==> config.mk <==
export PLATFORM = sky130hd
export DESIGN_NAME = json_string_unescaper
export DESIGN_NICKNAME = d
export VERILOG_FILES = /design/src/hw/rtl/jsu_pkg.sv /design/src/hw/rtl/jsu_front.sv /design/src/hw/rtl/jsu_fifo.sv /design/src/hw/rtl/jsu_back.sv /design/src/hw/rtl/json_string_unescaper.sv
export SDC_FILE = /design/constraint.sdc
export NUM_CORES = 1
export LEC_CHECK = 0
export BUFFER_PORTS_ARGS = -buffer_cell sky130_fd_sc_hd__buf_4
export CORE_ASPECT_RATIO = 0.6
export CORE_MARGIN = 10
export CORE_UTILIZATION = 45
export DETAILED_ROUTE_END_ITERATION = 7
export GPL_ROUTABILITY_DRIVEN = 0
export MAX_ROUTING_LAYER = met4
export PLACE_DENSITY = 0.6
export SYNTH_ARGS = -nofsm -noshare
export SYNTH_HDL_FRONTEND = slang
export SYNTH_SLANG_ARGS = --single-unit
==> constraint.sdc <==
create_clock -name clk_i -period 8.15 [get_ports clk_i]
set_input_delay 2.445 -clock clk_i [delete_from_list [all_inputs] [get_ports clk_i]]
set_output_delay 2.445 -clock clk_i [all_outputs]
set_load 0.05 [all_outputs]
==> src/hw/rtl/jsu_pkg.sv <==
package jsu_pkg;

  localparam logic [1:0] MODE_WAIT = 2'd0;
  localparam logic [1:0] MODE_BODY = 2'd1;
  localparam logic [1:0] MODE_ESC  = 2'd2;
  localparam logic [1:0] MODE_HEX  = 2'd3;

  localparam logic [1:0] ST_RUN    = 2'd0;
  localparam logic [1:0] ST_CLOSED = 2'd1;
  localparam logic [1:0] ST_UNTERM = 2'd2;
  localparam logic [1:0] ST_NOSTR  = 2'd3;

  localparam logic [7:0] CH_QUOTE = 8'h22;
  localparam logic [7:0] CH_BSLASH = 8'h5c;
  localparam logic [7:0] CH_U = 8'h75;
  localparam logic [7:0] REPL_RESET = 8'h3f;

  // One classified input byte: literal held digits first, then an optional tail result.
  typedef struct packed {
    logic [1:0]       held_cnt;
    logic [2:0][7:0]  held;
    logic             has_tail;
    logic [7:0]       tail_byte;
    logic             tail_valid;
    logic [1:0]       tail_status;
  } cmd_t;

  // {is_hex, value}
  function automatic logic [4:0] nibble_of(input logic [7:0] c);
    logic [4:0] r;
    r = 5'd0;
    if (c >= 8'h30 && c <= 8'h39) begin
      r = {1'b1, 4'(c - 8'h30)};
    end else if (c >= 8'h61 && c <= 8'h66) begin
      r = {1'b1, 4'(c - 8'h57)};
    end else if (c >= 8'h41 && c <= 8'h46) begin
      r = {1'b1, 4'(c - 8'h37)};
    end
    return r;
  endfunction

  function automatic logic [7:0] escape_map(input logic [7:0] c);
    logic [7:0] r;
    unique case (c)
      8'h62:   r = 8'd8;
      8'h66:   r = 8'd12;
      8'h6e:   r = 8'd10;
      8'h72:   r = 8'd13;
      8'h74:   r = 8'd9;
      default: r = c;
    endcase
    return r;
  endfunction

endpackage

==> src/hw/rtl/jsu_front.sv <==
module jsu_front (
  input  logic               clk_i,
  input  logic               rst_ni,
  input  logic               accept_i,
  input  logic [7:0]         data_byte_i,
  input  logic               cfg_wr_en_i,
  input  logic [7:0]         cfg_wr_data_i,
  output logic               push_o,
  output jsu_pkg::cmd_t      cmd_o
);

  logic [1:0]      mode_q, mode_d;
  logic [1:0]      cnt_q, cnt_d;
  logic [2:0][7:0] held_q;
  logic [7:0]      repl_q;
  logic            store;
  logic [4:0]      nib_b, nib0, nib1, nib2;
  jsu_pkg::cmd_t   cmd;

  assign nib_b = jsu_pkg::nibble_of(data_byte_i);
  assign nib0  = jsu_pkg::nibble_of(held_q[0]);
  assign nib1  = jsu_pkg::nibble_of(held_q[1]);
  assign nib2  = jsu_pkg::nibble_of(held_q[2]);

  always_comb begin
    mode_d = mode_q;
    cnt_d  = cnt_q;
    store  = 1'b0;
    cmd    = '0;
    cmd.held = held_q;
    unique case (mode_q)
      jsu_pkg::MODE_WAIT: begin
        if (data_byte_i == jsu_pkg::CH_QUOTE) begin
          mode_d = jsu_pkg::MODE_BODY;
          cnt_d  = 2'd0;
        end else begin
          cmd.has_tail    = 1'b1;
          cmd.tail_status = jsu_pkg::ST_NOSTR;
        end
      end
      jsu_pkg::MODE_ESC: begin
        if (data_byte_i == 8'd0) begin
          mode_d          = jsu_pkg::MODE_WAIT;
          cmd.has_tail    = 1'b1;
          cmd.tail_status = jsu_pkg::ST_UNTERM;
        end else if (data_byte_i == jsu_pkg::CH_U) begin
          mode_d = jsu_pkg::MODE_HEX;
          cnt_d  = 2'd0;
        end else begin
          mode_d         = jsu_pkg::MODE_BODY;
          cmd.has_tail   = 1'b1;
          cmd.tail_valid = 1'b1;
          cmd.tail_byte  = jsu_pkg::escape_map(data_byte_i);
        end
      end
      default: begin
        // body byte, or a digit slot of \u
        if (mode_q == jsu_pkg::MODE_HEX && nib_b[4]) begin
          if (cnt_q != 2'd3) begin
            store = 1'b1;
            cnt_d = cnt_q + 2'd1;
          end else begin
            mode_d         = jsu_pkg::MODE_BODY;
            cnt_d          = 2'd0;
            cmd.has_tail   = 1'b1;
            cmd.tail_valid = 1'b1;
            if (nib0[3:0] == 4'd0 && nib1[3:0] == 4'd0 && !nib2[3]) begin
              cmd.tail_byte = {1'b0, nib2[2:0], nib_b[3:0]};
            end else begin
              cmd.tail_byte = repl_q;
            end
          end
        end else begin
          if (mode_q == jsu_pkg::MODE_HEX) begin
            cmd.held_cnt = cnt_q;
            cnt_d        = 2'd0;
          end
          priority if (data_byte_i == 8'd0) begin
            mode_d          = jsu_pkg::MODE_WAIT;
            cmd.has_tail    = 1'b1;
            cmd.tail_status = jsu_pkg::ST_UNTERM;
          end else if (data_byte_i == jsu_pkg::CH_QUOTE) begin
            mode_d          = jsu_pkg::MODE_WAIT;
            cmd.has_tail    = 1'b1;
            cmd.tail_status = jsu_pkg::ST_CLOSED;
          end else if (data_byte_i == jsu_pkg::CH_BSLASH) begin
            mode_d = jsu_pkg::MODE_ESC;
          end else begin
            mode_d         = jsu_pkg::MODE_BODY;
            cmd.has_tail   = 1'b1;
            cmd.tail_valid = 1'b1;
            cmd.tail_byte  = data_byte_i;
          end
        end
      end
    endcase
  end

  assign cmd_o  = cmd;
  assign push_o = accept_i && (cmd.has_tail || cmd.held_cnt != 2'd0);

  always_ff @(posedge clk_i or negedge rst_ni) begin
    if (!rst_ni) begin
      mode_q <= jsu_pkg::MODE_WAIT;
      cnt_q  <= 2'd0;
      repl_q <= jsu_pkg::REPL_RESET;
    end else begin
      if (accept_i) begin
        mode_q <= mode_d;
        cnt_q  <= cnt_d;
      end
      if (cfg_wr_en_i) begin
        repl_q <= cfg_wr_data_i;
      end
    end
  end

  always_ff @(posedge clk_i) begin
    if (accept_i && store) begin
      held_q[cnt_q] <= data_byte_i;
    end
  end

endmodule

==> src/hw/rtl/jsu_fifo.sv <==
module jsu_fifo #(
  parameter int Depth = 4
) (
  input  logic           clk_i,
  input  logic           rst_ni,
  input  logic           push_i,
  input  jsu_pkg::cmd_t  push_data_i,
  input  logic           pop_i,
  output jsu_pkg::cmd_t  head_o,
  output logic           empty_o,
  output logic           full_o
);

  localparam int PtrW = (Depth > 1) ? $clog2(Depth) : 1;
  localparam int CntW = $clog2(Depth + 1);

  jsu_pkg::cmd_t       slot_q [Depth];
  logic [PtrW-1:0]     wr_q, rd_q;
  logic [CntW-1:0]     cnt_q;

  assign empty_o = (cnt_q == '0);
  assign full_o  = (cnt_q == CntW'(Depth));
  assign head_o  = slot_q[rd_q];

  always_ff @(posedge clk_i or negedge rst_ni) begin
    if (!rst_ni) begin
      wr_q  <= '0;
      rd_q  <= '0;
      cnt_q <= '0;
    end else begin
      if (push_i) begin
        wr_q <= (wr_q == PtrW'(Depth - 1)) ? '0 : wr_q + 1'b1;
      end
      if (pop_i) begin
        rd_q <= (rd_q == PtrW'(Depth - 1)) ? '0 : rd_q + 1'b1;
      end
      if (push_i && !pop_i) begin
        cnt_q <= cnt_q + 1'b1;
      end else if (pop_i && !push_i) begin
        cnt_q <= cnt_q - 1'b1;
      end
    end
  end

  always_ff @(posedge clk_i) begin
    if (push_i) begin
      slot_q[wr_q] <= push_data_i;
    end
  end

endmodule

==> src/hw/rtl/jsu_back.sv <==
module jsu_back (
  input  logic           clk_i,
  input  logic           rst_ni,
  input  jsu_pkg::cmd_t  head_i,
  input  logic           empty_i,
  output logic           pop_o,
  output logic           res_valid_o,
  input  logic           res_stall_i,
  output logic [7:0]     out_byte_o,
  output logic           out_valid_o,
  output logic [1:0]     status_o,
  output logic           last_o
);

  logic [1:0] idx_q;
  logic       ov_q;
  logic [7:0] byte_q, byte_d;
  logic       val_q, val_d;
  logic [1:0] st_q, st_d;
  logic       last_q, last_d;
  logic [2:0] total;
  logic       load;

  assign total = {1'b0, head_i.held_cnt} + {2'b00, head_i.has_tail};
  assign load  = !empty_i && (!ov_q || !res_stall_i);

  always_comb begin
    if (idx_q < head_i.held_cnt) begin
      val_d = 1'b1;
      st_d  = jsu_pkg::ST_RUN;
      unique case (idx_q)
        2'd1:    byte_d = head_i.held[1];
        2'd2:    byte_d = head_i.held[2];
        default: byte_d = head_i.held[0];
      endcase
    end else begin
      byte_d = head_i.tail_byte;
      val_d  = head_i.tail_valid;
      st_d   = head_i.tail_status;
    end
    last_d = ({1'b0, idx_q} == total - 3'd1);
  end

  assign pop_o = load && last_d;

  always_ff @(posedge clk_i or negedge rst_ni) begin
    if (!rst_ni) begin
      idx_q <= 2'd0;
      ov_q  <= 1'b0;
    end else begin
      if (load) begin
        ov_q  <= 1'b1;
        idx_q <= last_d ? 2'd0 : idx_q + 2'd1;
      end else if (!res_stall_i) begin
        ov_q <= 1'b0;
      end
    end
  end

  always_ff @(posedge clk_i) begin
    if (load) begin
      byte_q <= byte_d;
      val_q  <= val_d;
      st_q   <= st_d;
      last_q <= last_d;
    end
  end

  assign res_valid_o = ov_q;
  assign out_byte_o  = byte_q;
  assign out_valid_o = val_q;
  assign status_o    = st_q;
  assign last_o      = last_q;

endmodule

==> src/hw/rtl/json_string_unescaper.sv <==
// Channel | Direction | Handshake                  | Beat carries
// --------+-----------+----------------------------+-------------------------------------
// in      | input     | in_valid_i / in_stall_o    | data_byte_i
// res     | output    | res_valid_o / res_stall_i  | out_byte_o out_valid_o status_o last_o
// cfg     | input     | cfg_wr_en_i                | cfg_wr_data_i (replacement byte)
//
// One input beat per cycle is taken while the command queue has room; each beat
// yields at most one queue entry. The back end sends one result beat per cycle while
// res_stall_i is low, so a failed \u escape (up to four result beats) keeps it busy
// and the queue absorbs that burst. An entry reaches the result port through the
// queue and then the output register.
// Reset clears the decode mode, digit count, queue and result valid flag; the held
// digits and output data carry no reset. A stall on the result side fills the queue,
// after which in_stall_o rises; the input side never blocks the output.
module json_string_unescaper #(
  parameter int FifoDepth = 4
) (
  input  logic       clk_i,
  input  logic       rst_ni,
  input  logic       in_valid_i,
  output logic       in_stall_o,
  input  logic [7:0] data_byte_i,
  output logic       res_valid_o,
  input  logic       res_stall_i,
  output logic [7:0] out_byte_o,
  output logic       out_valid_o,
  output logic [1:0] status_o,
  output logic       last_o,
  input  logic       cfg_wr_en_i,
  input  logic [7:0] cfg_wr_data_i
);

  jsu_pkg::cmd_t push_cmd, head_cmd;
  logic          push, pop, empty, full, accept;

  // Hold the input whenever the queue cannot take another entry.
  assign in_stall_o = full;
  assign accept     = in_valid_i && !full;

  // Classify bytes and track the escape state.
  jsu_front u_front (
    .clk_i         (clk_i),
    .rst_ni        (rst_ni),
    .accept_i      (accept),
    .data_byte_i   (data_byte_i),
    .cfg_wr_en_i   (cfg_wr_en_i),
    .cfg_wr_data_i (cfg_wr_data_i),
    .push_o        (push),
    .cmd_o         (push_cmd)
  );

  // Decouple the two halves.
  jsu_fifo #(
    .Depth (FifoDepth)
  ) u_fifo (
    .clk_i       (clk_i),
    .rst_ni      (rst_ni),
    .push_i      (push),
    .push_data_i (push_cmd),
    .pop_i       (pop),
    .head_o      (head_cmd),
    .empty_o     (empty),
    .full_o      (full)
  );

  // Expand each entry into result beats.
  jsu_back u_back (
    .clk_i       (clk_i),
    .rst_ni      (rst_ni),
    .head_i      (head_cmd),
    .empty_i     (empty),
    .pop_o       (pop),
    .res_valid_o (res_valid_o),
    .res_stall_i (res_stall_i),
    .out_byte_o  (out_byte_o),
    .out_valid_o (out_valid_o),
    .status_o    (status_o),
    .last_o      (last_o)
  );

endmodule
### After elaboration in Yosys (flattened, before gate mapping)

Memories as Yosys holds them, arrays and structs flattened.
Index checks and enable logic that the tools add are counted.

* flip-flop bits (word level): 58
* bits in latches: 0
* memory bits (writable): 152
* memory bits (read-only): 0
* bits of input ports: 21
* output and inout bits: 14
* word-level logic and storage cells: 197
* memories: 1

* add/subtract/negate cells: 20
* multiply operators: 0
* divide/modulo/power cells: 0
* magnitude comparators: 27
* equal/unequal tests: 22
* shift-type cells: 0
* muxes and demuxes: 69
* bitwise gates (word level): 0
* reduce and logical (&&, ||, !) cells: 43

Memories
* u_fifo.slot_q: words 4, bits a word 38, read ports 1, clocked after Yosys merged registers in 0, wr ports 1, line jsu_fifo.sv:17 `jsu_pkg::cmd_t slot_q [Depth];`

Operators with widths (number)
* greater-or-equal comparator 8 x 7 -> 1 bit (second input constant): 8
* <= comparator 8 x 7 -> 1 bit (second input constant): 8
* equality test 8 x 7 -> 1 bit (second input constant): 7
* 2-to-1 mux 2 bit: 24
* 2-to-1 mux 10 bit: 4
* one-hot mux 8 bit (5 select lines): 1
* 2-to-1 mux 4 bit: 9
* greater-or-equal comparator 8 x 6 -> 1 bit (second input constant): 4
* <= comparator 8 x 6 -> 1 bit (second input constant): 4
* subtractor 4 x 3 -> 4 bit (second input constant): 8
* 2-to-1 mux 9 bit: 3
* bitwise mux 24 bit: 1
* 2-to-1 mux 8 bit: 3
* logical AND 1 bit: 23
* one-hot mux 9 bit (2 select lines): 1
* demux 8 bit (select 2 bit): 1
* one-hot mux 8 bit (2 select lines): 1
* subtractor 4 x 1 -> 4 bit (second input constant): 4
* 2-to-1 mux 5 bit: 3
* 2-to-1 mux 1 bit: 12
* one-hot mux 2 bit (2 select lines): 3
* equality test 2 bit (second input constant): 5
* adder 2 x 1 -> 2 bit (second input constant): 4
* equality test 8 x 6 -> 1 bit (second input constant): 1
* other kinds (25): 39

### Depth between registers and ports, before layout

Gate-level depths: netlist (run 1).

* word-level depth: 18
* mapped depth: 15
* mapped depth without buffers: 13

### By module

From an unflattened synthesis (run 1), not the netlist that was laid out.

* cell total of the unflattened synthesis: 549
* area, all modules: 9318.9 um^2

By module, submodules not included
* jsu_fifo: times used 1, cells each 236, area each 5943.2 um^2, sequential area each 4739.5 um^2
* jsu_front: times used 1, cells each 232, area each 2419.8 um^2, sequential area each 1028.5 um^2
* jsu_back: times used 1, cells each 80, area each 942.2 um^2, sequential area each 435.4 um^2
* json_string_unescaper: times used 1, cells each 1, area each 13.8 um^2, sequential area each 0.0 um^2

### Worst setup path after synthesis (run 1)

No wires, ideal clock.

* path type: input to register
* from: in data_byte_i[1]
* to: mem u_fifo.slot_q[3][0] (netlist bit), enable pin
* setup time: 0.399 ns
* data arrival time: 4.708 ns
* required time: 7.751 ns
* setup slack: 3.043 ns
* stages on the path: 8
* path buffers: 0
* path through: inv_1 > ha_1 > o21ba_2 > o21ai_2 > a21o_1 > o21ai_2 > a31oi_4 > and2_1

* word-level cells in the longest chain between the ends: 13
* elaborated cells on any way between the ends: 32
* those cells by class: order compare: 6; eq/ne: 3; mux: 15; reduce/logical: 8

RTL lines
* from (decl): line json_string_unescaper.sv:22 `input logic [7:0] data_byte_i,`
* greater-or-equal comparator 8 x 7 -> 1 bit / <= comparator 8 x 7 -> 1 bit (equally long branches): line jsu_pkg.sv:36 `end else if (c >= 8'h41 && c <= 8'h46) begin`
* logical AND 1 bit: line jsu_pkg.sv:36
* 2-to-1 mux 5 bit: line jsu_pkg.sv:36
* 2-to-1 mux 5 bit: line jsu_pkg.sv:34 `end else if (c >= 8'h61 && c <= 8'h66) begin`
* 2-to-1 mux 5 bit: line jsu_pkg.sv:32 `if (c >= 8'h30 && c <= 8'h39) begin`
* logical AND 1 bit: line jsu_front.sv:58 `if (mode_q == jsu_pkg::MODE_HEX && nib_b[4]) begin`
* 2-to-1 mux 2 bit: line jsu_front.sv:58
* 2-to-1 mux 2 bit: line jsu_front.sv:31 `unique case (mode_q)`
* nonzero test 2 bit: line jsu_front.sv:100 `assign push_o = accept_i && (cmd.has_tail || cmd.held_cnt != 2'd0);`
* logical OR 1 bit *: line jsu_front.sv:100
* logical AND 1 bit *: line jsu_front.sv:100
* net push: line json_string_unescaper.sv:34 `logic push, pop, empty, full, accept;`
* 2-to-1 mux 1 bit *: line jsu_fifo.sv:46 `if (push_i) begin`
* 2-to-1 mux 1 bit (implied by the code) *: line jsu_fifo.sv:47 `slot_q[wr_q] <= push_data_i;`
* to (decl): line jsu_fifo.sv:17

The timed path passes the listed nets; every way through them passes the cells marked *.

### Worst setup path in the final report (run 1)

* from: in data_byte_i[1]
* to: mem u_fifo.slot_q[3][17] (netlist bit), enable pin

Same word-level chain as after synthesis.

==> metrics, run 1 <==
Cell variety after synth 71; Max Clk Rate 200 MHz; synthesized flop and latch total 210; worst clock skew between 20 and 25 ps; CORE AREA between 0.02 and 0.025 mm²; number of remaining DRC errors 0; Crit Path Category input port to flop; Reg clk slew, reported paths about 60 ps; GRT Overall Usage 0.158; relative slew slack 0.141; kind of cell adding the most delay to the critical path compound AO/OA/AOI/OAI gates; CTS max path bufs 3; CP arrival 5120 ps; DP Worst Slack roughly 2600 ps; Fin. Hold Viols 0; CTS tree done; Synth top cells by count edfxtp_1, mux4_2, ha_1; Ys Warns 0; Inserted Diodes 0; footprint of the multi-input gates roughly 0.0029 mm²; most frequent cell after synthesis edfxtp_1; clock sinks 210; Seq/Total Area, Yosys 0.667; Worst-Skew Late Latency 500 ps; fin area around 0.010 mm²; area grow syn2layout 12.1%; average size of a mapped cell 16.3 µm²; Setup Fix Bufs, Post-CTS 0; placed inst area 0.00983 mm²; max incr delay on CP 900 ps; slowest CP cell and2_2; vias in the first global route 5244; Critical path buffers and inverters 2; H-tree depth 1; reg2reg setup slack 4190 ps; # fillers 1655; num ports 35; Die H 131 µm; num rows 40; DP Wirelength 14000 µm; Final setup viols 0; post-layout min period 5000 ps; P_leak 3.57 nW; most used cell, CP o21ai_2; worst ir drop on vdd 0.175 mV; ANT nets after route 0; worst min-delay path class flop to flop; final layout net count about 660; Post-synth ARST share 0.105; DR WL/cell 23.1 µm; area leader, netlist edfxtp_1; total power between 3 and 4 mW; number of max-cap violations 0; first drt pass iteration count 5; Detailed Route Iter0 Violations between 500 and 600; Root Driver clkbuf_16; status complete, no violations; FF/Latch Area a little over 0.006 mm²; port bufs 34; die width between 200 and 250 µm; setup ws final about 3100 ps; PwrDens ~340 mW/mm²; Fin Hold WS about 500 ps; first-pass GRT wire length between 30000 and 40000 µm; dominant cells by area after synthesis edfxtp_1, mux4_2, dfrtp_1, ha_1, mux2_2; CP max FO 38; final wirelength 20700 µm; count of flip-flops with a built-in enable after synthesis between 150 and 200; grt ovf 0; initial antenna violation count 3; cells after synthesis 569; via count 5180; post-cts sizing count 0; die area between 0.02 and 0.03 mm²; top-area cell type share of the netlist area 0.607; CTS Hold Bufs 0; crit path capture type flop; final setup TNS 0 ps; Worst setup SP type input port; largest net degree at the start of global routing 42; Synthesized Nets 623; Final Cycle Share 0.614; RSZ-0062 raised after global routing no; initial cell density of the core 0.461; Crit path required time 8270 ps; synthesized cell area between 0.009 and 0.01 mm²; predominant post-synthesis flop cell edfxtp_1; Worst Tran Pin Value roughly 1300 ps; layout cells sized above 1 0.240; Final Max Slew Viols 0; TritonCTS buffer count 20; post-DR vias/cell 5.79; CP Cell Sequence buf_4 > inv_1 > ha_1 > o21ba_2 > o21ai_2 > a21o_1 > o21ai_2 > a31oi_4 > and2_2
==> state kept, by name (all words and copies together) (netlist names) <==
signal              flops
u_fifo.slot_q         152
u_front.cmd_o          24
u_back.out_byte_o       8
u_front.repl_q          8
u_fifo.cnt_q            3
u_back.idx_q            2
u_back.status_o         2
u_fifo.rd_q             2
u_fifo.wr_q             2
u_front.cnt_q           2
u_front.mode_q          2
u_back.last_o           1
u_back.out_valid_o      1
u_back.res_valid_o      1
==> through the flow <==
stage          instances  utilization
2_1_floorplan        569            -
3_3_place_gp         859        0.487
3_5_place_dp         859        0.487
4_1_cts              895        0.517
5_1_grt              895        0.517
6_report             895        0.517
==> worst reg2reg max path, stage by stage, from the launching register on <==
cell,delay [ps]
dfrtp_2,340
buf_4,620
mux4_2,620
inv_1,70
ha_1,130
ha_1,230
xnor2_1,120
nor3_1,380
nand2_1,250
ha_1,300
inv_1,80
fa_1,410
mux2_2,270
==> where the power goes <==
part / switching, mW / internal [mW]
combinational: 0.710 / 0.486
sequential: 0.0789 / 1.46
clock: 0.379 / 0.468
==> final cells by class <==
cell class	instances	share of cell area
sequential	210	0.595
timing repair buffer	37	0.0266
multi-input combinational	311	0.278
clock inverter	7	0.00468
tap	273	0.0328
clock buffer	29	0.0522
inverter	28	0.0101
==> worst paths after layout <==
path | depth (start not counted) | startpoint | endpoint
min in group asynchronous | 1 | rst_ni | u_back.idx_q[0]$_DFFE_PN0P_
hold / removal | 2 | u_back.res_valid_o$_DFFE_PN0P_ | u_back.res_valid_o$_DFFE_PN0P_
max in group asynchronous | 1 | rst_ni | u_front.repl_q[4]$_DFFE_PN1P_
setup / recovery | 9 | data_byte_i[1] | u_fifo.slot_q[3][17]$_DFFE_PP_
hold reg to reg | 2 | u_back.res_valid_o$_DFFE_PN0P_ | u_back.res_valid_o$_DFFE_PN0P_
setup reg to reg | 12 | u_fifo.rd_q[0]$_DFFE_PN0P_ | u_fifo.cnt_q[1]$_DFFE_PN0P_
==> cells by family (layout without fill, tap and decap cells) <==
logic type      after synthesis  after routing  share of synthesized area
buf+inv                      48            101                     0.0213
simple gates                123            123                     0.0740
fa+ha+maj                    33             33                     0.0452
xor+xnor                      7              7                    0.00659
flops                       210            210                      0.667
mux                          56             56                      0.115
compound gates               92             92                     0.0711
==> per-layer routing <==
metal | track usage | wire length, µm
met5 | - | 0
met3 | 0.0245 | 1680
met4 | 0.0248 | 254
met1 | 0.247 | 9970
met2 | 0.213 | 8790
==> placed cells by master (no fill, tap or decap), types with 4 or more instances in the layout <==
master,n
clkbuf_16,20
dfrtp_1,15
nor2_1,18
nand2b_1,5
nor3_1,7
a31oi_1,4
a22oi_1,8
or3_1,4
and2_2,4
clkbuf_1,8
o21bai_1,4
edfxtp_1,188
inv_1,28
xnor2_1,4
nor4_1,9
nor3b_1,6
mux2_2,16
and2_1,8
ha_1,32
nor2b_1,5
nand2_1,31
dfstp_2,6
a21oi_1,12
buf_4,37
mux4_2,38
o211ai_1,6
o21ai_0,22
Power figures use the tool's default switching activity.
==> run 2: changes to the inputs <==
clock period = 4.8 ns   (was 8.15 ns; I/O delays follow)
==> run 2 against run 1 <==
Net effect: utilization rose by 0.94 points; register-to-register slack got worse by 3000 ps; first-iteration DRC count fell by 7.3%; final cell count rose by 1.0%; sequential share of layout area fell by 1.1 points; sequential cell count did not move; sequential power rose by 72%; critical path depth rose by 3; global-route usage rose by 0.22 points; non-clock buffer count rose by 7; critical endpoint is now u_fifo.cnt_q[1]$_DFFE_PN0P_.
==> metrics, run 2 (synthesized netlist as in run 1, its figures left out) <==
vias in the first global route 5277 (+0.63%); part of the power in the clock network 0.251 (+0.015); Crit Path Category input port to flop; die area 0.0270 mm² (unchanged); DP Worst Slack 383 ps (-2250 ps); Layout Utilization 0.526 (+0.00937); CTS Hold Bufs 0 (unchanged); RSZ-0062 raised after global routing no; DP Wirelength 14500 µm (+3.5%); internal power 4.26 mW (+76%); reg2reg setup slack 1170 ps (-3020 ps); TritonCTS buffer count 21 (+5.0%); worst ir drop on vdd 0.427 mV (+140%); Worst setup SP type input port; CTS max path bufs 3 (unchanged); CTS tree done; Comb pwr share 0.329 (-0.004); grt ovf 0 (unchanged); Setup Fix Bufs, Post-CTS 0 (unchanged); Worst R2R End u_fifo.cnt_q[1]$_DFFE_PN0P_; DR WL/cell 23.5 µm (+1.7%); worst hold stages 2 (unchanged); Inserted Diodes 0 (unchanged); CP max FO 10 (-74%); Final Max Slew Viols 0 (unchanged); die width 206 µm (unchanged); initial cell density of the core 0.461 (unchanged); Fin. Hold Viols 0 (unchanged); post-cts sizing count 0 (unchanged); PwrDens 594 mW/mm² (+73%); fin area 0.0106 mm² (+1.8%); number of remaining DRC errors 0 (unchanged); Die H 131 µm (unchanged); Crit path required time 5180 ps (-3090 ps); Fin Hold WS 506 ps (+10.1 ps); Hold Startpoint u_back.res_valid_o$_DFFE_PN0P_; Worst-Skew Late Latency 510 ps (about the same); initial antenna violation count 3 (unchanged); Critical R2R Launch u_fifo.rd_q[0]$_DFFE_PN0P_; Min-Delay Endpoint u_back.res_valid_o$_DFFE_PN0P_; Max Clk Rate about 250 MHz; leading cell type in the layout, fill and taps excluded edfxtp_1; worst clock skew 12.5 ps (-10.3 ps); number of flip-flops in the largest register 152 (unchanged); num rows 40 (unchanged); H-tree depth 1 (unchanged); Reg clk slew, reported paths 70 ps (about the same); status complete, no violations; layout cells sized above 1 0.258 (+0.0188); slowest CP cell or4_4; most frequent cells in the layout edfxtp_1, buf_4, mux4_2, ha_1, nand2_1; kind of cell adding the most delay to the critical path adder cells; clock sinks 210 (unchanged); area grow syn2layout 14.1%; Final Cycle Share 0.825; GRT Overall Usage 0.160 (+0.00224); relative slew slack 0.263 (+0.121); placed inst area 0.00995 mm² (+1.2%); setup ws final 841 ps (-2310 ps); Root Driver clkbuf_16; CP arrival 4340 ps (-780 ps); number of max-cap violations 0 (unchanged); first-pass GRT wire length 32200 µm (+0.58%); Final setup viols 0 (unchanged); CP Cell Sequence buf_4 > inv_1 > ha_1 > nor3b_1 > or4_4 > a21o_1 > o21ai_2 > a31oi_4 > ha_1 > inv_1 > fa_1 > mux2_2; worst min-delay path class flop to flop; R2R cell count 11 (-1); Psw 2.05 mW (+75%); Worst Tran Pin Value 1100 ps (-180 ps); Critical path buffers and inverters 3 (+1); final layout net count 670 (+1.2%); num ports 35 (unchanged); largest net degree at the start of global routing 39 (-7.1%); crit path capture type flop; Detailed Route Iter0 Violations 533 (-7.3%); CORE AREA 0.0202 mm² (unchanged); final setup TNS 0 ps (unchanged); post-DR vias/cell 5.86 (+1.2%); post-layout min period between 3000 and 4000 ps; largest reg by FF count u_fifo.slot_q; final wirelength 21300 µm (+2.7%); sequential share of power 0.421 (-0.009); switching share of power 0.325 (-0.000991); ANT nets after route 0 (unchanged); via count 5295 (+2.2%); first drt pass iteration count 5 (unchanged); port bufs 34 (unchanged); max incr delay on CP 570 ps (-330 ps); P_leak 3.67 nW (+2.7%)
[run 2: changes by cell type in the layout (fill, tap and decap cells not counted), sizes merged]
cell / delta
buf: +7
bufinv: +1
clkbuf: -2
clkinv: +3
[run 2: layer usage]
metal | vias up | routed length [µm] | track usage
li1 | 2331 | - | -
met1 | 2731 | 10300 | 0.244
met2 | 195 | 9010 | 0.216
met3 | 38 | 1630 | 0.0344
met4 | 0 | 303 | 0.0285
met5 | - | 0 | -
[run 2: tightest hold or removal path: stages (launching register included)]
cell	delay (ps)
dfrtp_1	370
nand2_1	60
nand2_1	40
[run 2: power by group through the flow]
stage | Combinational [mW] | Clock [mW] | Sequential, mW
3_3_place_gp | 2.07 | 0 | 2.67
2_1_floorplan | 1.29 | 0 | 2.81
4_1_cts | 2.10 | 1.61 | 2.66
6_report | 2.07 | 1.58 | 2.65
5_1_grt | 2.24 | 1.68 | 2.70
3_5_place_dp | 2.09 | 0 | 2.69
[run 2: cell type report]
type	instances	area, µm²
Clock inverter	11	88.8
Fill cell	1634	9560
Sequential cell	210	6200
Timing Repair Buffer	44	393
Multi-Input combinational cell	311	2900
Tap cell	273	342
Clock buffer	27	578
Inverter	28	105
[run 2: worst max path at each step]
stage / from / end / slack, ps / cells after the start
floorplan: data_byte_i[1] / u_fifo.slot_q[3][0]$_DFFE_PP_ / 700 / 8
global placement: data_byte_i[0] / u_fifo.cnt_q[1]$_DFFE_PN0P_ / 510 / 12
detailed placement: data_byte_i[1] / u_fifo.cnt_q[1]$_DFFE_PN0P_ / 380 / 12
CTS: data_byte_i[1] / u_fifo.cnt_q[1]$_DFFE_PN0P_ / 870 / 12
global route: data_byte_i[1] / u_fifo.cnt_q[2]$_DFFE_PN0P_ / 700 / 14
finish: data_byte_i[1] / u_fifo.cnt_q[1]$_DFFE_PN0P_ / 840 / 12
[run 2: stage by stage]
step,power [mW],cells
global route,6.61,904
finish,6.31,904
floorplan,4.10,569
detailed placement,4.79,866
global placement,4.74,866
CTS,6.37,904
